--- config.mk ---
export PLATFORM = sky130hd
export DESIGN_NAME = vn2d_hash_tail
export DESIGN_NICKNAME = d
export VERILOG_FILES = /design/src/rtl/value_noise_2d_sampler_defines.svh /design/src/rtl/vn2d_pkg.sv /design/src/rtl/vn2d_hash_tail.sv
export SDC_FILE = /design/constraint.sdc
export NUM_CORES = 2
export LEC_CHECK = 0
export ABC_AREA = 1
export BUFFER_PORTS_ARGS = -buffer_cell sky130_fd_sc_hd__buf_4
export CAP_MARGIN = 20
export CORE_ASPECT_RATIO = 1.25
export CORE_UTILIZATION = 59
export CTS_CLUSTER_DIAMETER = 60
export DETAILED_ROUTE_END_ITERATION = 10
export PLACE_DENSITY = 0.84
export SYNTH_ARGS = -nofsm -noshare
export SYNTH_HDL_FRONTEND = slang
export SYNTH_SLANG_ARGS = --single-unit
--- constraint.sdc ---
create_clock -name clk_i -period 21.7 [get_ports clk_i]
set_clock_uncertainty 0.2 [all_clocks]
set_input_delay 4.34 -clock clk_i [delete_from_list [all_inputs] [get_ports clk_i]]
set_output_delay 4.34 -clock clk_i [all_outputs]
set_load 0.01 [all_outputs]
--- src/rtl/value_noise_2d_sampler_defines.svh ---
// Assertion macros for the value noise sampler.
// Included by the modules that carry concurrent checks; needs clk_i and rst_ni in scope.
`ifndef VALUE_NOISE_2D_SAMPLER_DEFINES_SVH
`define VALUE_NOISE_2D_SAMPLER_DEFINES_SVH

`ifndef NO_ASSERTIONS
`define VN2D_ASSERT(lbl, prop, msg) \
  lbl: assert property (@(posedge clk_i) disable iff (!rst_ni) (prop)) else $error(msg);
`define VN2D_ASSERT_IN_RESET(lbl, prop, msg) \
  lbl: assert property (@(posedge clk_i) (prop)) else $error(msg);
`else
`define VN2D_ASSERT(lbl, prop, msg)
`define VN2D_ASSERT_IN_RESET(lbl, prop, msg)
`endif

`endif

--- src/rtl/vn2d_pkg.sv ---
// Shared constants, types and helper functions of the value noise sampler.
// Used by every module of the block; depends on nothing.
package vn2d_pkg;

  localparam int unsigned FracBits = 16;
  localparam int unsigned FracShr  = (FracBits >= 16) ? FracBits - 16 : 0;
  localparam int unsigned FracShl  = (FracBits < 16) ? 16 - FracBits : 0;

  localparam int unsigned NumStages  = 13;
  localparam int unsigned StSeed     = 0;
  localparam int unsigned StPre1     = 1;
  localparam int unsigned StMix1     = 2;
  localparam int unsigned StPre2     = 3;
  localparam int unsigned StMix2     = 4;
  localparam int unsigned StMul1     = 5;
  localparam int unsigned StSum1     = 6;
  localparam int unsigned StMul2     = 7;
  localparam int unsigned StSum2     = 8;
  localparam int unsigned StLerpXMul = 9;
  localparam int unsigned StLerpXSum = 10;
  localparam int unsigned StLerpZMul = 11;
  localparam int unsigned StOut      = 12;

  localparam logic [63:0] GoldenK   = 64'h9e37_79b9_7f4a_7c15;
  localparam logic [63:0] MixK1     = 64'hbf58_476d_1ce4_e5b9;
  localparam logic [63:0] MixK2     = 64'h94d0_49bb_1331_11eb;
  localparam logic [17:0] FadeThree = 18'd196608;
  localparam logic [16:0] LerpOne   = 17'h1_0000;

  typedef logic [NumStages-1:0] stage_en_t;
  typedef logic [15:0]          q16_t;

  function automatic q16_t frac_q16(logic [31:0] v);
    logic [47:0] f;
    f = {16'b0, v} & ((48'd1 << FracBits) - 48'd1);
    f = (f >> FracShr) << FracShl;
    return f[15:0];
  endfunction

  function automatic logic [63:0] floor_lat(logic [31:0] v);
    logic signed [63:0] w;
    w = $signed({{32{v[31]}}, v});
    return 64'(w >>> FracBits);
  endfunction

  function automatic logic [63:0] mix_pre(logic [63:0] h);
    return GoldenK + (h << 6) + (h >> 2);
  endfunction

endpackage

--- src/rtl/vn2d_hash_tail.sv ---
// Finalizer of one corner hash: two 64-bit constant multiplies split into 32-bit partials.
// Depends on vn2d_pkg; yields the Q0.16 corner value.
module vn2d_hash_tail (
  input  logic                clk_i,
  input  vn2d_pkg::stage_en_t en_i,
  input  logic [63:0]         h2_i,
  output vn2d_pkg::q16_t      corner_o
);

  logic [63:0]    m1, m2, p1, p2, h3;
  logic [63:0]    pa1, pb1, pc1, pa2, pb2, pc2;
  logic [63:0]    pa1_q, pa2_q, p1_q;
  logic [31:0]    pb1_q, pc1_q, pb2_q, pc2_q;
  vn2d_pkg::q16_t corner_q;

  assign m1  = h2_i ^ (h2_i >> 30);
  assign pa1 = 64'(m1[31:0]) * 64'(vn2d_pkg::MixK1[31:0]);
  assign pb1 = 64'(m1[31:0]) * 64'(vn2d_pkg::MixK1[63:32]);
  assign pc1 = 64'(m1[63:32]) * 64'(vn2d_pkg::MixK1[31:0]);
  assign p1  = pa1_q + {pb1_q + pc1_q, 32'b0};

  assign m2  = p1_q ^ (p1_q >> 27);
  assign pa2 = 64'(m2[31:0]) * 64'(vn2d_pkg::MixK2[31:0]);
  assign pb2 = 64'(m2[31:0]) * 64'(vn2d_pkg::MixK2[63:32]);
  assign pc2 = 64'(m2[63:32]) * 64'(vn2d_pkg::MixK2[31:0]);
  assign p2  = pa2_q + {pb2_q + pc2_q, 32'b0};
  assign h3  = p2 ^ (p2 >> 31);

  always_ff @(posedge clk_i) begin
    if (en_i[vn2d_pkg::StMul1]) begin
      pa1_q <= pa1;
      pb1_q <= pb1[31:0];
      pc1_q <= pc1[31:0];
    end
    if (en_i[vn2d_pkg::StSum1]) begin
      p1_q <= p1;
    end
    if (en_i[vn2d_pkg::StMul2]) begin
      pa2_q <= pa2;
      pb2_q <= pb2[31:0];
      pc2_q <= pc2[31:0];
    end
    if (en_i[vn2d_pkg::StSum2]) begin
      corner_q <= h3[31:16];
    end
  end

  assign corner_o = corner_q;

endmodule

==> impl_metrics.yaml <==
timing:
  fin_hold_ws_ns: 0.221
  fin_crit_ns: 12.69
  tns_ns: 0
  max_slew_margin_pct: 22.4
  rsz0062_at_grt: "false"
  tightest_slew_ns: 1.16
  slew_violations: 0
  final_hold_viol_count: 0
  fin_crit_sh_pct: 58.5
  fmax_ghz: 0.0788
  final-setup-viol-count: 0
synthesis:
  ys_warn_count: 0
  synth.top_cells.by_count: "inv_1 (2711), ha_1 (1518), fa_1 (1461)"
  ys_async_sr_fraction_pct: 0
  post-synth-top-count-cell: "inv_1"
  syn-num-nets: 12419
  synthTopCellsByArea: "fa_1 (34%), ha_1 (22%), inv_1 (12%)"
  netlist.area_leader.share_pct: 34.5
  synthFlopType: "edfxtp_1"
  syn_inst: 9362
  ys_seq_area_share_pct: 11.0
  synth_edf_count: 310
  yosysUniqueCellTypes: 48
  synth_area_per_cell_um2: 9.07
  yosysTopAreaCell: "fa_1"
  synth_area_um2: 84900
  ys_ff_latch: 310
cts:
  root_buffer: "clkbuf_16"
  cts.sink_count: 310
  ctsResizeCount: 0
  cts_tree: "built"
  h-tree-depth: 2
  worstSkewPairLatency_ns: 0.60
  postCtsSetupBuffers: 0
  clkSlewWorstSetupHoldPaths_ns: 0.06
  cts.path.max_buffers: 3
  cts_buffers: 41
  holdBufCountCts: 0
setup_path:
  setup.worst_path.class: "in -> reg"
  crit_slowest_cell: "xnor2_1"
  cp-end-kind: "register"
  critPathArrivalTime_ns: 12.76
  cp.required_ns: 21.76
  worst-path-max-fanout: 9
  worst_path_largest_cell_delay_ns: 0.66
  cp-start-kind: "primary input"
floorplanning:
  die_x_um: 341
  io-pin-count: 94
  core_area_um2: 143000
  die_y_um: 426
  num_rows: 155
  initial_core_util_pct: 59.5
  die_area_um2: 145000
outcome:
  status: "finished clean"
global_routing:
  antenna_found_initial: 6
  grt_pass1_vias: 70015
  grt.total_usage_pct: 38.4
  grt_pass1_wl_um: 408000
  grt-ovfl-total: 0
  grt_max_degree: 68
routing:
  vias: 64205
  drtAntennaViolNets: 0
  viasPerCell: 5.59
  drtIter0Drc: 4260
  dr.pass1.iters: 6
  routed_wirelength_um: 273000
  wire_per_inst_um: 23.8
  drc: 0
job:
  cap_violations: 0
cells_and_area:
  syn2layout_area_growth_pct: 5.94
  fin_nets: 12614
  stdcell_count: 11478
  drive_above_1_share_pct: 2.71
placement:
  hpwl_um: 244000
  port_buffers: 84
  gp_congestion: 1.04
  dp.cells: 11397
min_path:
  hp-class: "reg -> reg"
-- logic make-up after synthesis --
kind of cell	synth area share (%)
AOI/OAI and AO/OA	5.52
xor gates and xnor gates	4.67
adders and majority gates	56.8
buffers and inverters	12.0
DFF	11.0
and+or+nand+nor	10.0
-- through the flow --
stage	utilization (%)	instance area [um2]	setup WS [ns]
floorplan	-	84900	10.71
CTS	63.0	89900	9.21
finish	63.0	89900	9.01
global route	63.0	89900	8.97
global placement	62.0	88500	8.62
detailed placement	62.0	88500	8.62
-- critical path: cells and delay by family --
kind,cells,cell delay (ns)
xor gates and xnor gates,4,2.09
adders and majority gates,9,4.46
buffers and inverters,7,0.92
and+or+nand+nor,6,0.93
-- state kept, by name, summed over array words and instances, names as in the netlist --
name / count
corner_o: 16
p1_q: 64
pa1_q: 59
pa2_q: 45
pb1_q: 32
pb2_q: 31
pc1_q: 32
pc2_q: 31
-- path summary, 6_finish.rpt --
check             from         to  slack [ns]  depth (start not counted)
max           h2_i[33]  pa1_q[56]        9.01                         26
min reg2reg  pa1_q[23]   p1_q[23]        0.22                          0
min          pa1_q[23]   p1_q[23]        0.22                          0
max reg2reg   p1_q[43]  pb2_q[28]       12.40                         29
-- per-layer routing --
layer	GRT usage [%]	part of all wire [%]	up-vias
met5	0	0.013	-
met4	36.2	12	6
met3	4.31	5.2	1073
met2	67.6	49	2512
met1	39.7	33	31401
li1	-	-	29213
-- cells in the final DEF, fill, tap and decap left out, drive strengths merged, types with 9 or more instances in the layout --
cell,n
inv,2719
ha,1518
fa,1461
nand2,1179
nor2,476
a21oi,405
edfxtp,310
xor2,274
nand3,259
o21ai,237
xnor2,177
buf,152
nand4,54
a21o,50
o21bai,46
clkbuf,43
nor3,37
a31oi,31
a21boi,22
nor4,21
nand3b,19
o211ai,18
clkinv,16
and3,9
a211oi,9
o21a,9
-- cell type report --
class | instances | area, um2
Antenna cell | 6 | 15.0
Clock buffer | 42 | 1030
Clock inverter | 32 | 385
Fill cell | 12031 | 52800
Inverter | 2711 | 10200
Multi-Input combinational cell | 6340 | 65500
Sequential cell | 310 | 9310
Tap cell | 1884 | 2360
Timing Repair Buffer | 153 | 1150
Power is not shown: default switching activity piles up to over one toggle a cycle in this logic, so the estimate is an artifact.
