**config.mk**
```make
export PLATFORM = sky130hd
export DESIGN_NAME = vn2d_blend
export DESIGN_NICKNAME = d
export VERILOG_FILES = /design/src/rtl/value_noise_2d_sampler_defines.svh /design/src/rtl/vn2d_pkg.sv /design/src/rtl/vn2d_blend.sv
export SDC_FILE = /design/constraint.sdc
export NUM_CORES = 2
export LEC_CHECK = 0
export BUFFER_PORTS_ARGS = -buffer_cell sky130_fd_sc_hd__clkbuf_2
export CORE_MARGIN = 2
export CORE_UTILIZATION = 60
export DETAILED_ROUTE_END_ITERATION = 8
export GPL_TIMING_DRIVEN = 0
export PLACE_DENSITY = 0.77
export SLEW_MARGIN = 20
export SYNTH_ARGS = -nofsm -noshare
export SYNTH_HDL_FRONTEND = slang
export SYNTH_SLANG_ARGS = --single-unit
```
**constraint.sdc**
```tcl
create_clock -name clk_i -period 8.65 [get_ports clk_i]
set_input_delay 0.4325 -clock clk_i [delete_from_list [all_inputs] [get_ports clk_i]]
set_output_delay 0.4325 -clock clk_i [all_outputs]
set_load 0.005 [all_outputs]
```
**src/rtl/value_noise_2d_sampler_defines.svh**
```systemverilog
// Assertion macros for the value noise sampler.
// Included by the modules that carry concurrent checks; needs clk_i and rst_ni in scope.
`ifndef VALUE_NOISE_2D_SAMPLER_DEFINES_SVH
`define VALUE_NOISE_2D_SAMPLER_DEFINES_SVH

`ifndef NO_ASSERTIONS
`define VN2D_ASSERT(lbl, prop, msg) \
  lbl: assert property (@(posedge clk_i) disable iff (!rst_ni) (prop)) else $error(msg);
`define VN2D_ASSERT_IN_RESET(lbl, prop, msg) \
  lbl: assert property (@(posedge clk_i) (prop)) else $error(msg);
`else
`define VN2D_ASSERT(lbl, prop, msg)
`define VN2D_ASSERT_IN_RESET(lbl, prop, msg)
`endif

`endif

```
**src/rtl/vn2d_pkg.sv**
```systemverilog
// Shared constants, types and helper functions of the value noise sampler.
// Used by every module of the block; depends on nothing.
package vn2d_pkg;

  localparam int unsigned FracBits = 16;
  localparam int unsigned FracShr  = (FracBits >= 16) ? FracBits - 16 : 0;
  localparam int unsigned FracShl  = (FracBits < 16) ? 16 - FracBits : 0;

  localparam int unsigned NumStages  = 13;
  localparam int unsigned StSeed     = 0;
  localparam int unsigned StPre1     = 1;
  localparam int unsigned StMix1     = 2;
  localparam int unsigned StPre2     = 3;
  localparam int unsigned StMix2     = 4;
  localparam int unsigned StMul1     = 5;
  localparam int unsigned StSum1     = 6;
  localparam int unsigned StMul2     = 7;
  localparam int unsigned StSum2     = 8;
  localparam int unsigned StLerpXMul = 9;
  localparam int unsigned StLerpXSum = 10;
  localparam int unsigned StLerpZMul = 11;
  localparam int unsigned StOut      = 12;

  localparam logic [63:0] GoldenK   = 64'h9e37_79b9_7f4a_7c15;
  localparam logic [63:0] MixK1     = 64'hbf58_476d_1ce4_e5b9;
  localparam logic [63:0] MixK2     = 64'h94d0_49bb_1331_11eb;
  localparam logic [17:0] FadeThree = 18'd196608;
  localparam logic [16:0] LerpOne   = 17'h1_0000;

  typedef logic [NumStages-1:0] stage_en_t;
  typedef logic [15:0]          q16_t;

  function automatic q16_t frac_q16(logic [31:0] v);
    logic [47:0] f;
    f = {16'b0, v} & ((48'd1 << FracBits) - 48'd1);
    f = (f >> FracShr) << FracShl;
    return f[15:0];
  endfunction

  function automatic logic [63:0] floor_lat(logic [31:0] v);
    logic signed [63:0] w;
    w = $signed({{32{v[31]}}, v});
    return 64'(w >>> FracBits);
  endfunction

  function automatic logic [63:0] mix_pre(logic [63:0] h);
    return GoldenK + (h << 6) + (h >> 2);
  endfunction

endpackage

```
**src/rtl/vn2d_blend.sv**
```systemverilog
// Bilinear blend of the four corner values, along x and then along z.
// Depends on vn2d_pkg; carries the fade weights alongside the hash stages.
module vn2d_blend (
  input  logic                   clk_i,
  input  vn2d_pkg::stage_en_t    en_i,
  input  logic [3:0][15:0]       corner_i,
  input  vn2d_pkg::q16_t         sx_i,
  input  vn2d_pkg::q16_t         sz_i,
  output vn2d_pkg::q16_t         noise_o
);

  logic [3:0][15:0] sx_dly_q, sz_dly_q;
  logic [3:0][31:0] px_q;
  logic [1:0][31:0] pz_q;
  logic [1:0][15:0] ab_q;
  vn2d_pkg::q16_t   szx_q, szs_q, noise_q;
  logic [16:0]      wx, wz;
  logic [31:0]      suma, sumb, sumz;

  assign wx   = vn2d_pkg::LerpOne - {1'b0, sx_dly_q[3]};
  assign wz   = vn2d_pkg::LerpOne - {1'b0, szx_q};
  assign suma = px_q[0] + px_q[1];
  assign sumb = px_q[2] + px_q[3];
  assign sumz = pz_q[0] + pz_q[1];

  always_ff @(posedge clk_i) begin
    for (int k = 0; k < 4; k++) begin
      if (en_i[vn2d_pkg::StMul1 + k]) begin
        sx_dly_q[k] <= (k == 0) ? sx_i : sx_dly_q[(k == 0) ? 0 : k - 1];
        sz_dly_q[k] <= (k == 0) ? sz_i : sz_dly_q[(k == 0) ? 0 : k - 1];
      end
    end
    if (en_i[vn2d_pkg::StLerpXMul]) begin
      px_q[0] <= 32'(corner_i[0]) * 32'(wx);
      px_q[1] <= 32'(corner_i[1]) * 32'(sx_dly_q[3]);
      px_q[2] <= 32'(corner_i[2]) * 32'(wx);
      px_q[3] <= 32'(corner_i[3]) * 32'(sx_dly_q[3]);
      szx_q   <= sz_dly_q[3];
    end
    if (en_i[vn2d_pkg::StLerpXSum]) begin
      ab_q[0] <= suma[31:16];
      ab_q[1] <= sumb[31:16];
      szs_q   <= szx_q;
    end
    if (en_i[vn2d_pkg::StLerpZMul]) begin
      pz_q[0] <= 32'(ab_q[0]) * 32'(vn2d_pkg::LerpOne - {1'b0, szs_q});
      pz_q[1] <= 32'(ab_q[1]) * 32'(szs_q);
    end
    if (en_i[vn2d_pkg::StOut]) begin
      noise_q <= sumz[31:16];
    end
  end

  assign noise_o = noise_q;

endmodule

```
==> flow_metrics.tcl <==
set metrics [dict create \
    nFillCells 9005 \
    fmax_ghz 0.1167 \
    synth_edf_count 400 \
    dp_cells 8473 \
    crit_slowest_cell "clkbuf_1" \
    fin_ws_ns 0.08456 \
    hold_path.startpoint "en_i[11]" \
    synth_top_area_share_pct 35.92 \
    synth_common_cells "inv_1 (1,490), fa_1 (1,204), nand2_1 (964)" \
    status "finished, final reports clean" \
    syn_to_final_growth_pct 8.003 \
    cp.required_ns 9.04 \
    timing_hold_violations_final 0 \
    min_period_ns 8.565 \
    row_count 122 \
    grt_pass1_vias 52210 \
    path_clk_slew_ns 0.07 \
    clock_latency_ns 0.66 \
    cp_data_arrival_time_ns 8.95 \
    die_y_um 338.4 \
    synth_mux_area_share_pct 0.09136 \
    syn_area_um2 67110 \
    maxCapViolCount 0 \
    r2r_start "sx_dly_q[48]" \
    grt_use_total_pct 33.01 \
    drtIter0Drc 3483 \
    synth-simple-area-share_pct 14.58 \
    ys_seq_elements 400 \
    portBuffers 114 \
    preCtsSetupSlack_ns -1.528 \
    path_delay_family "adder cells" \
    rrSetupSlack_ns 0.08 \
    timing.slew.headroom_pct 22.52 \
    syn-num-nets 8901 \
    cp-start-kind "register" \
    antenna_found_initial 13 \
    synth.distinct_cells 77 \
    grt_first_pass_wirelength_um 289400 \
    wl_per_cell_um 21.36 \
    finalSetupViolCount 0 \
    max_stage_delay_ns 0.80 \
    drive_above_1_share_pct 5.299 \
    gr-total-overflow 0 \
    clkSinkCount 400 \
    synth_seq_area_share_pct 17.90 \
    cts_max_path_buffers 3 \
    dr.pass1.iters 8 \
    synthTopCellsByArea "fa_1 (36%), edfxtp_1 (18%), ha_1 (13%)" \
    place.gp.congestion 0.9916 \
    cts_root_buffer "clkbuf_16" \
    path_cells "inv_1 > ha_1 > xnor2_1 > clkbuf_1 > nand2_1 > fa_1 > fa_1 > inv_1 > fa_1 > fa_1 > fa_1 > inv_1 > fa_1 > inv_1 > ha_1 > and2_1 > a22o_1 > a31o_2 > o311a_4 > o31a_1 > o41ai_4 > o21ai_2 > xor2_2" \
    synth-xor-area-share_pct 3.026 \
    drt_wl_total_um 184300 \
    setup.worst_path.end_class "register" \
    drt-vias-per-instance 5.623 \
    drv_slew 0 \
    hp-class "input pin to register" \
    synthCells 6869 \
    vias 48530 \
    die_area_um2 114500 \
    start_util_pct 60.55 \
    die_x_um 338.4 \
    finalCritPeriodShare_pct 99.02 \
    synth_fa_ha_area_share_pct 49.31 \
    final_cells 8630 \
    yosysTopAreaCell "fa_1" \
    critPathMostFrequentCell "fa_1" \
    worstMarginPinSlew_ns 1.162 \
    syn_area_per_cell_um2 9.769 \
    antenna_left 0 \
    crit_buf_inv 5 \
    yosys_warnings 0 \
    numCtsBuffers 46 \
    setup.worst_path.class "register to register" \
    crit_path_max_fanout 10 \
    synth-compound-area-share_pct 5.202 \
    synth_flop_cell "edfxtp_1" \
    synth_async_sr_flop_share_pct 0 \
    final_util_pct 65.40 \
    cts_tree "built" \
    dp_hpwl_um 148500 \
    core_um2 110800 \
    htreeDepth 2 \
    grt_max_degree 82 \
    fin_skew_ns 0.05979 \
    synth_top_family_by_area "adder cells" \
    synth_most_common_cell "inv_1" \
    ios 126 \
    cp-startpoint "sx_dly_q[48]" \
    finalNetCount 9129 \
    drc_errors 0 \
]
path summary, 6_finish.rpt:
kind,end,cells past startpoint
worst max-delay path,px_q[94],23
worst min-delay path,pz_q[23],1
worst max register to register,px_q[94],23
worst min register to register,sx_dly_q[57],0
layout by cell type, fill, tap and decap left out, types with 13 or more instances in the layout:
master,Yosys,routed
o21a_1,42,42
clkbuf_16,0,47
o21bai_1,33,33
nor3_1,50,45
ha_1,718,715
nand3_1,46,46
nand2b_1,22,22
fa_1,1204,1201
clkbuf_2,0,131
nor2b_1,22,22
clkbuf_1,259,207
a211oi_1,18,14
o21ai_0,90,86
nand2_1,964,964
xnor2_1,178,160
buf_4,1,52
xor2_1,52,47
dlygate4sd3_1,0,32
and2_1,658,657
and3_1,44,44
nor2_1,125,119
nand4_1,15,15
xnor2_2,1,16
a21oi_1,169,165
buf_1,13,13
a21o_1,82,82
edfxtp_1,400,400
inv_1,1490,1490
metrics by stage:
stage | cell area [µm²] | hold slack (ns) | TNS, ns
2_1_floorplan | 67110 | 0.4003 | 0
3_3_place_gp | 69540 | 0.4019 | -29.19
3_5_place_dp | 69610 | 0.4045 | -30.70
4_1_cts | 71860 | 0.002783 | 0
5_1_grt | 72450 | 0.2305 | -0.2056
6_report | 72480 | 0.2307 | 0
area by class of cell:
cell class	instances	area (µm²)	area share, %
multi-input combinational	4703	48980	67.58
clock buffer	52	1174	1.619
sequential	400	12010	16.57
timing repair buffer	193	1338	1.845
tap	1488	1862	2.569
inverter	1490	5593	7.717
clock inverter	32	300.3	0.4143
buffer	263	1200	1.656
antenna	9	22.52	0.03107
worst register-to-register path: cells and delay by family (launching register included):
kind	cells	cell delay [ns]
xor+xnor	2	1.03
fa+ha+maj	8	3.59
flops	1	0.54
simple gates	2	0.38
compound gates	6	1.68
buf+inv	5	1.06
logic make-up (layout without fill, tap and decap cells):
family,count (synthesis),after routing
flip-flops,400,400
adder cells (fa/ha/maj),1922,1922
AO/OA/AOI/OAI,538,538
other,0,9
multiplexers,6,6
AND/OR/NAND/NOR,2006,2006
buffers and inverters,1766,2030
XOR/XNOR,231,231
sequential cells by signal, indices dropped and copies added (netlist names):
register / cells
sz_dly_q: 64
noise_o: 16
ab_q: 32
sx_dly_q: 64
pz_q: 64
px_q: 128
szx_q: 16
szs_q: 16
routing by layer:
metal,share of wire [%],vias to the layer above,track usage (%)
met5,0.033,-,0
met4,6.6,10,17.06
met3,7.5,572,5.380
met2,48,1982,55.57
met1,38,24450,41.22
li1,-,21520,-
timing repair:
action,4_1_cts,5_1_grt
hold endpoints to repair,31,1
setup endpoints to repair,40,22
setup buffers,14,30
hold buffers,31,1
pin swaps,4,11
cloned,0,1
resized for setup,95,119
Power is not shown: default switching activity piles up to over one toggle a cycle in this logic, so the estimate is an artifact.
