[config.mk]
export PLATFORM = sky130hd
export DESIGN_NAME = vn2d_lattice
export DESIGN_NICKNAME = d
export VERILOG_FILES = /design/src/rtl/value_noise_2d_sampler_defines.svh /design/src/rtl/vn2d_pkg.sv /design/src/rtl/vn2d_lattice.sv
export SDC_FILE = /design/constraint.sdc
export NUM_CORES = 2
export LEC_CHECK = 0
export BUFFER_PORTS_ARGS = -buffer_cell sky130_fd_sc_hd__buf_2
export CAP_MARGIN = 20
export CELL_PAD_IN_SITES_DETAIL_PLACEMENT = 0
export CELL_PAD_IN_SITES_GLOBAL_PLACEMENT = 1
export CORE_ASPECT_RATIO = 0.6
export CORE_MARGIN = 2
export CORE_UTILIZATION = 55
export CTS_CLUSTER_DIAMETER = 60
export DETAILED_ROUTE_END_ITERATION = 8
export PLACE_DENSITY = 0.95
export SLEW_MARGIN = 25
export SYNTH_ARGS = -nofsm -noshare
export SYNTH_HDL_FRONTEND = slang
export SYNTH_SLANG_ARGS = --single-unit
[constraint.sdc]
create_clock -name clk_i -period 18.4 [get_ports clk_i]
set_input_delay 2.76 -clock clk_i [delete_from_list [all_inputs] [get_ports clk_i]]
set_output_delay 2.76 -clock clk_i [all_outputs]
set_load 0.01 [all_outputs]
[src/rtl/value_noise_2d_sampler_defines.svh]
// Assertion macros for the value noise sampler.
// Included by the modules that carry concurrent checks; needs clk_i and rst_ni in scope.
`ifndef VALUE_NOISE_2D_SAMPLER_DEFINES_SVH
`define VALUE_NOISE_2D_SAMPLER_DEFINES_SVH

`ifndef NO_ASSERTIONS
`define VN2D_ASSERT(lbl, prop, msg) \
  lbl: assert property (@(posedge clk_i) disable iff (!rst_ni) (prop)) else $error(msg);
`define VN2D_ASSERT_IN_RESET(lbl, prop, msg) \
  lbl: assert property (@(posedge clk_i) (prop)) else $error(msg);
`else
`define VN2D_ASSERT(lbl, prop, msg)
`define VN2D_ASSERT_IN_RESET(lbl, prop, msg)
`endif

`endif

[src/rtl/vn2d_pkg.sv]
// Shared constants, types and helper functions of the value noise sampler.
// Used by every module of the block; depends on nothing.
package vn2d_pkg;

  localparam int unsigned FracBits = 16;
  localparam int unsigned FracShr  = (FracBits >= 16) ? FracBits - 16 : 0;
  localparam int unsigned FracShl  = (FracBits < 16) ? 16 - FracBits : 0;

  localparam int unsigned NumStages  = 13;
  localparam int unsigned StSeed     = 0;
  localparam int unsigned StPre1     = 1;
  localparam int unsigned StMix1     = 2;
  localparam int unsigned StPre2     = 3;
  localparam int unsigned StMix2     = 4;
  localparam int unsigned StMul1     = 5;
  localparam int unsigned StSum1     = 6;
  localparam int unsigned StMul2     = 7;
  localparam int unsigned StSum2     = 8;
  localparam int unsigned StLerpXMul = 9;
  localparam int unsigned StLerpXSum = 10;
  localparam int unsigned StLerpZMul = 11;
  localparam int unsigned StOut      = 12;

  localparam logic [63:0] GoldenK   = 64'h9e37_79b9_7f4a_7c15;
  localparam logic [63:0] MixK1     = 64'hbf58_476d_1ce4_e5b9;
  localparam logic [63:0] MixK2     = 64'h94d0_49bb_1331_11eb;
  localparam logic [17:0] FadeThree = 18'd196608;
  localparam logic [16:0] LerpOne   = 17'h1_0000;

  typedef logic [NumStages-1:0] stage_en_t;
  typedef logic [15:0]          q16_t;

  function automatic q16_t frac_q16(logic [31:0] v);
    logic [47:0] f;
    f = {16'b0, v} & ((48'd1 << FracBits) - 48'd1);
    f = (f >> FracShr) << FracShl;
    return f[15:0];
  endfunction

  function automatic logic [63:0] floor_lat(logic [31:0] v);
    logic signed [63:0] w;
    w = $signed({{32{v[31]}}, v});
    return 64'(w >>> FracBits);
  endfunction

  function automatic logic [63:0] mix_pre(logic [63:0] h);
    return GoldenK + (h << 6) + (h >> 2);
  endfunction

endpackage

[src/rtl/vn2d_lattice.sv]
// Front stages: lattice corners, seed sum, fade curves and the two seed mixing rounds.
// Depends on vn2d_pkg; produces the four pre-finalization corner hashes.
module vn2d_lattice (
  input  logic                    clk_i,
  input  vn2d_pkg::stage_en_t     en_i,
  input  logic [63:0]             base_seed_i,
  input  logic [31:0]             x_coord_i,
  input  logic [31:0]             z_coord_i,
  input  logic [7:0]              seed_offset_i,
  output logic [3:0][63:0]        h2_o,
  output vn2d_pkg::q16_t          sx_o,
  output vn2d_pkg::q16_t          sz_o
);

  logic [63:0]          seed0_q, seed1_q;
  logic [1:0][63:0]     cx0_q, cx1_q, cz0_q, cz1_q, cz2_q, cz3_q;
  logic [63:0]          pre1_q;
  logic [1:0][63:0]     h1_q, h1p_q, pre2_q;
  logic [3:0][63:0]     h2_q;
  vn2d_pkg::q16_t       tx0_q, tz0_q, tx1_q, tz1_q;
  logic [31:0]          ttx_q, ttz_q;
  logic [33:0]          ftx_q, ftz_q;
  vn2d_pkg::q16_t       sx3_q, sz3_q, sx4_q, sz4_q;
  logic [63:0]          ixw, izw;
  logic [17:0]          kx, kz;

  assign ixw = vn2d_pkg::floor_lat(x_coord_i);
  assign izw = vn2d_pkg::floor_lat(z_coord_i);
  assign kx  = vn2d_pkg::FadeThree - {1'b0, tx1_q, 1'b0};
  assign kz  = vn2d_pkg::FadeThree - {1'b0, tz1_q, 1'b0};

  always_ff @(posedge clk_i) begin
    if (en_i[vn2d_pkg::StSeed]) begin
      seed0_q  <= base_seed_i + {56'b0, seed_offset_i};
      cx0_q[0] <= ixw;
      cx0_q[1] <= ixw + 64'd1;
      cz0_q[0] <= izw;
      cz0_q[1] <= izw + 64'd1;
      tx0_q    <= vn2d_pkg::frac_q16(x_coord_i);
      tz0_q    <= vn2d_pkg::frac_q16(z_coord_i);
    end
    if (en_i[vn2d_pkg::StPre1]) begin
      seed1_q <= seed0_q;
      pre1_q  <= vn2d_pkg::mix_pre(seed0_q);
      cx1_q   <= cx0_q;
      cz1_q   <= cz0_q;
      tx1_q   <= tx0_q;
      tz1_q   <= tz0_q;
      ttx_q   <= 32'(tx0_q) * 32'(tx0_q);
      ttz_q   <= 32'(tz0_q) * 32'(tz0_q);
    end
    if (en_i[vn2d_pkg::StMix1]) begin
      for (int j = 0; j < 2; j++) begin
        h1_q[j] <= seed1_q ^ (cx1_q[j] + pre1_q);
      end
      cz2_q <= cz1_q;
      ftx_q <= 34'(ttx_q[31:16]) * 34'(kx);
      ftz_q <= 34'(ttz_q[31:16]) * 34'(kz);
    end
    if (en_i[vn2d_pkg::StPre2]) begin
      for (int j = 0; j < 2; j++) begin
        pre2_q[j] <= vn2d_pkg::mix_pre(h1_q[j]);
      end
      h1p_q <= h1_q;
      cz3_q <= cz2_q;
      sx3_q <= (ftx_q[33:32] != 2'b00) ? 16'hffff : ftx_q[31:16];
      sz3_q <= (ftz_q[33:32] != 2'b00) ? 16'hffff : ftz_q[31:16];
    end
    if (en_i[vn2d_pkg::StMix2]) begin
      for (int dz = 0; dz < 2; dz++) begin
        for (int dx = 0; dx < 2; dx++) begin
          h2_q[2*dz+dx] <= h1p_q[dx] ^ (cz3_q[dz] + pre2_q[dx]);
        end
      end
      sx4_q <= sx3_q;
      sz4_q <= sz3_q;
    end
  end

  assign h2_o = h2_q;
  assign sx_o = sx4_q;
  assign sz_o = sz4_q;

endmodule

==> metrics.cfg <==
[worst_setup_path]
reg2reg_setup_slack_ns=9.14
crit_fanout=17
crit_required_ns=18.91
criticalPathCategory=register to register
r2r_cells=26
cp.arrival_ns=9.77
crit_path_start_kind=register
reg2reg_to=ftz_q[28]
reg2reg_from=tz1_q[0]
critPathCaptureType=register
startpoint=tz1_q[0]

[routing]
dr.max_layer_used=met5
via_count=78100
drt-total-wl_um=283000
wire_per_inst_um=21.1
drc=0
drt_iter0_drc=7134
dr_wl_met2_um=118000
post_drt_via_cell_ratio=5.81
dr.pass1.iters=6
ant_nets=0
m1WireLength_um=129000
wl_met3_um=28600

[layout]
n_fill_cell=15900
area_growth_pct=8.70
nNetsFinal=12800
drive_gt1_share_pct=7.06

[yosys]
syn_area_mm2=0.107
syn_avg_cell_area_um2=10.3
synth-main-ff-cell=edfxtp_1
synthCells=10400
synth_edf_count=1226
synth_seq_cells=1226
synth_nets=12500
ys.warnings.count=0
yosysUniqueCellTypes=95
synthArstFlopShare_pct=0
ys_seq_area_share_pct=34.4

[clocking]
clkSinkCount=1226
cts_setup_buffers=0
clk_path_buf_depth=4
clockRootBuffer=clkbuf_16
numCtsBuffers=140
cts_tree=built
clkSlewWorstSetupHoldPaths_ns=0.06
postCtsHoldBufs=0
htree_levels=4
cts_resized=0
clock_latency_ns=0.82

[sta]
whs_ns=0.359
layout_min_cycle_time_ns=9.26
rsz0062_at_grt=no
tightest_slew_ns=1.11
final-setup-viol-count=0
layout_worst_path_cycle_share_pct=50.3
hold_viol=0
finalSetupTns_ns=0
fin_worst_skew_ns=0.0615
relSlewSlack_pct=25.7
max_freq_mhz=108
maxSlewViolCount=0

[global_route]
grt_max_degree=82
antenna_found_initial=40
grt_pass1_vias=76600
grt_pass1_wl_um=439000
gr-total-overflow=0
grt_util_all_layers_pct=28.3

[min_path]
timing.hold.worst.start=cx0_q[64]
hold_path_end=cx1_q[64]
hold_class=register to register
whs_path_depth=0

[run]
drv_cap=0

[floorplan]
row_count=125
die_w_um=574
core_area_mm2=0.194
dieArea_mm2=0.198
start_util_pct=55.3
io_pins=438
die_h_um=346

[status]
status=finished clean

[place]
gp_congestion=1.02
dpl.hpwl_um=229000
io_buffers=429

==> layout make-up <==
| cell class | instances | area [µm²] | share of cell area [%] |
|---|---|---|---|
| Inverter | 1477 | 5540 | 4.76 |
| Timing Repair Buffer | 472 | 2540 | 2.18 |
| Multi-Input combinational cell | 7401 | 63700 | 54.7 |
| Sequential cell | 1226 | 36800 | 31.6 |
| Antenna cell | 14 | 35.0 | 0.0301 |
| Clock buffer | 158 | 3630 | 3.12 |
| Clock inverter | 79 | 918 | 0.788 |
| Tap cell | 2603 | 3260 | 2.80 |
==> placed cells by master (no fill, tap or decap), types with 61 or more instances in the layout <==
cell,instances
nand2_1,854
nor3_1,101
xor2_1,339
ha_1,1145
a21oi_1,692
nor2_1,388
fa_1,749
xnor2_1,772
buf_2,424
nand4_1,157
o21bai_1,115
nand3_1,161
o21ai_0,317
and2_1,383
a21o_1,401
clkbuf_16,143
inv_1,1477
edfxtp_1,1226
o21a_1,78
and3_1,78
a31oi_1,61
==> registers in the layout (all words and copies together) (netlist names), 18 cells and up <==
| name | count |
|---|---|
| cx1_q | 33 |
| cx0_q | 33 |
| ftx_q | 18 |
| seed1_q | 64 |
| h1_q | 128 |
| cz0_q | 33 |
| h1p_q | 128 |
| cz3_q | 33 |
| cz2_q | 33 |
| seed0_q | 64 |
| ftz_q | 18 |
| pre1_q | 64 |
| cz1_q | 33 |
| h2_o | 256 |
| pre2_q | 128 |
==> critical path: stages, from the launching register on <==
cell	delay, ns
edfxtp_1	0.67
nor3_1	0.40
nor3b_1	0.49
nand2_1	0.20
nor3_1	0.34
nand2b_1	0.17
nor4_1	0.37
xnor2_2	0.42
nand2_1	0.18
fa_1	0.55
fa_1	0.51
fa_1	0.51
inv_1	0.06
fa_1	0.57
fa_1	0.46
fa_1	0.47
ha_1	0.31
o211ai_1	0.11
o21ai_0	0.12
a21oi_1	0.52
o211a_1	0.31
a21oi_1	0.16
a21o_1	0.25
a21oi_1	0.33
o21ai_0	0.20
a21oi_1	0.21
xnor2_1	0.09
==> metal layers <==
metal  vias up  track usage [%]
met5         -                0
met3       482             6.40
met1     37700             42.7
li1      36300                -
met2      3578             41.0
met4        30             6.98
==> cell usage after synthesis (10+ instances only) <==
master,number,share of area [%]
a31oi_1,61,0.36
nor2b_1,56,0.33
nand4_1,157,0.92
xor2_1,341,2.8
clkbuf_1,302,1.1
and4_1,15,0.12
nand2b_1,38,0.22
nand3_1,161,0.75
xnor2_1,785,6.4
a21o_1,401,2.8
a211oi_1,30,0.21
nor4_1,21,0.12
edfxtp_1,1226,34
nor3_1,101,0.47
ha_1,1145,13
and3_1,78,0.46
o211ai_1,21,0.15
o21bai_1,115,0.81
fa_1,749,14
a41oi_1,17,0.14
a31o_2,11,0.090
a21oi_1,692,3.2
a221oi_1,20,0.16
o31ai_1,34,0.24
or2_2,20,0.12
o21a_1,78,0.55
inv_1,1477,5.2
and2_1,382,2.2
a221o_1,14,0.13
o31a_1,18,0.15
nor2_1,388,1.4
o21ai_0,317,1.5
nand2_1,854,3.0
a211o_1,10,0.082
or3_1,44,0.26
a2111oi_0,10,0.082
a41o_1,12,0.11
o21ai_1,40,0.19
a21boi_0,15,0.11
==> logic make-up (layout without fill, tap and decap cells) <==
family / Yosys count / count (layout) / share of synthesized area [%]
mux: 2 / 2 / 0.0210
compound gates: 2015 / 2015 / 12.0
flops: 1226 / 1226 / 34.4
buf+inv: 1794 / 2186 / 6.29
simple gates: 2364 / 2364 / 10.7
other cells: 0 / 14 / 0
xor+xnor: 1126 / 1126 / 9.20
fa+ha+maj: 1894 / 1894 / 27.4
==> stage by stage <==
stage / cell area (µm²) / setup slack (ns) / util, % / cells
floorplan: 107000 / 10.60 / - / 10400
global placement: 112000 / 9.39 / 57.8 / 13200
detailed placement: 112000 / 9.22 / 57.8 / 13200
CTS: 116000 / 9.17 / 60.1 / 13400
global route: 116000 / 8.55 / 60.1 / 13400
finish: 116000 / 9.14 / 60.2 / 13400
==> worst max-delay path by stage <==
stage                end  slack, ns  cells past startpoint
3_5_place_dp   ftz_q[28]       9.22                     30
6_report       ftz_q[28]       9.14                     26
3_3_place_gp   ftz_q[28]       9.39                     30
5_1_grt        ftz_q[28]       8.55                     26
4_1_cts        ftz_q[28]       9.17                     26
2_1_floorplan  ftz_q[28]      10.60                     31
Power is left out: the tool's default activity adds up to more than one toggle a clock period on the data nets, which glitch-free logic cannot reach.
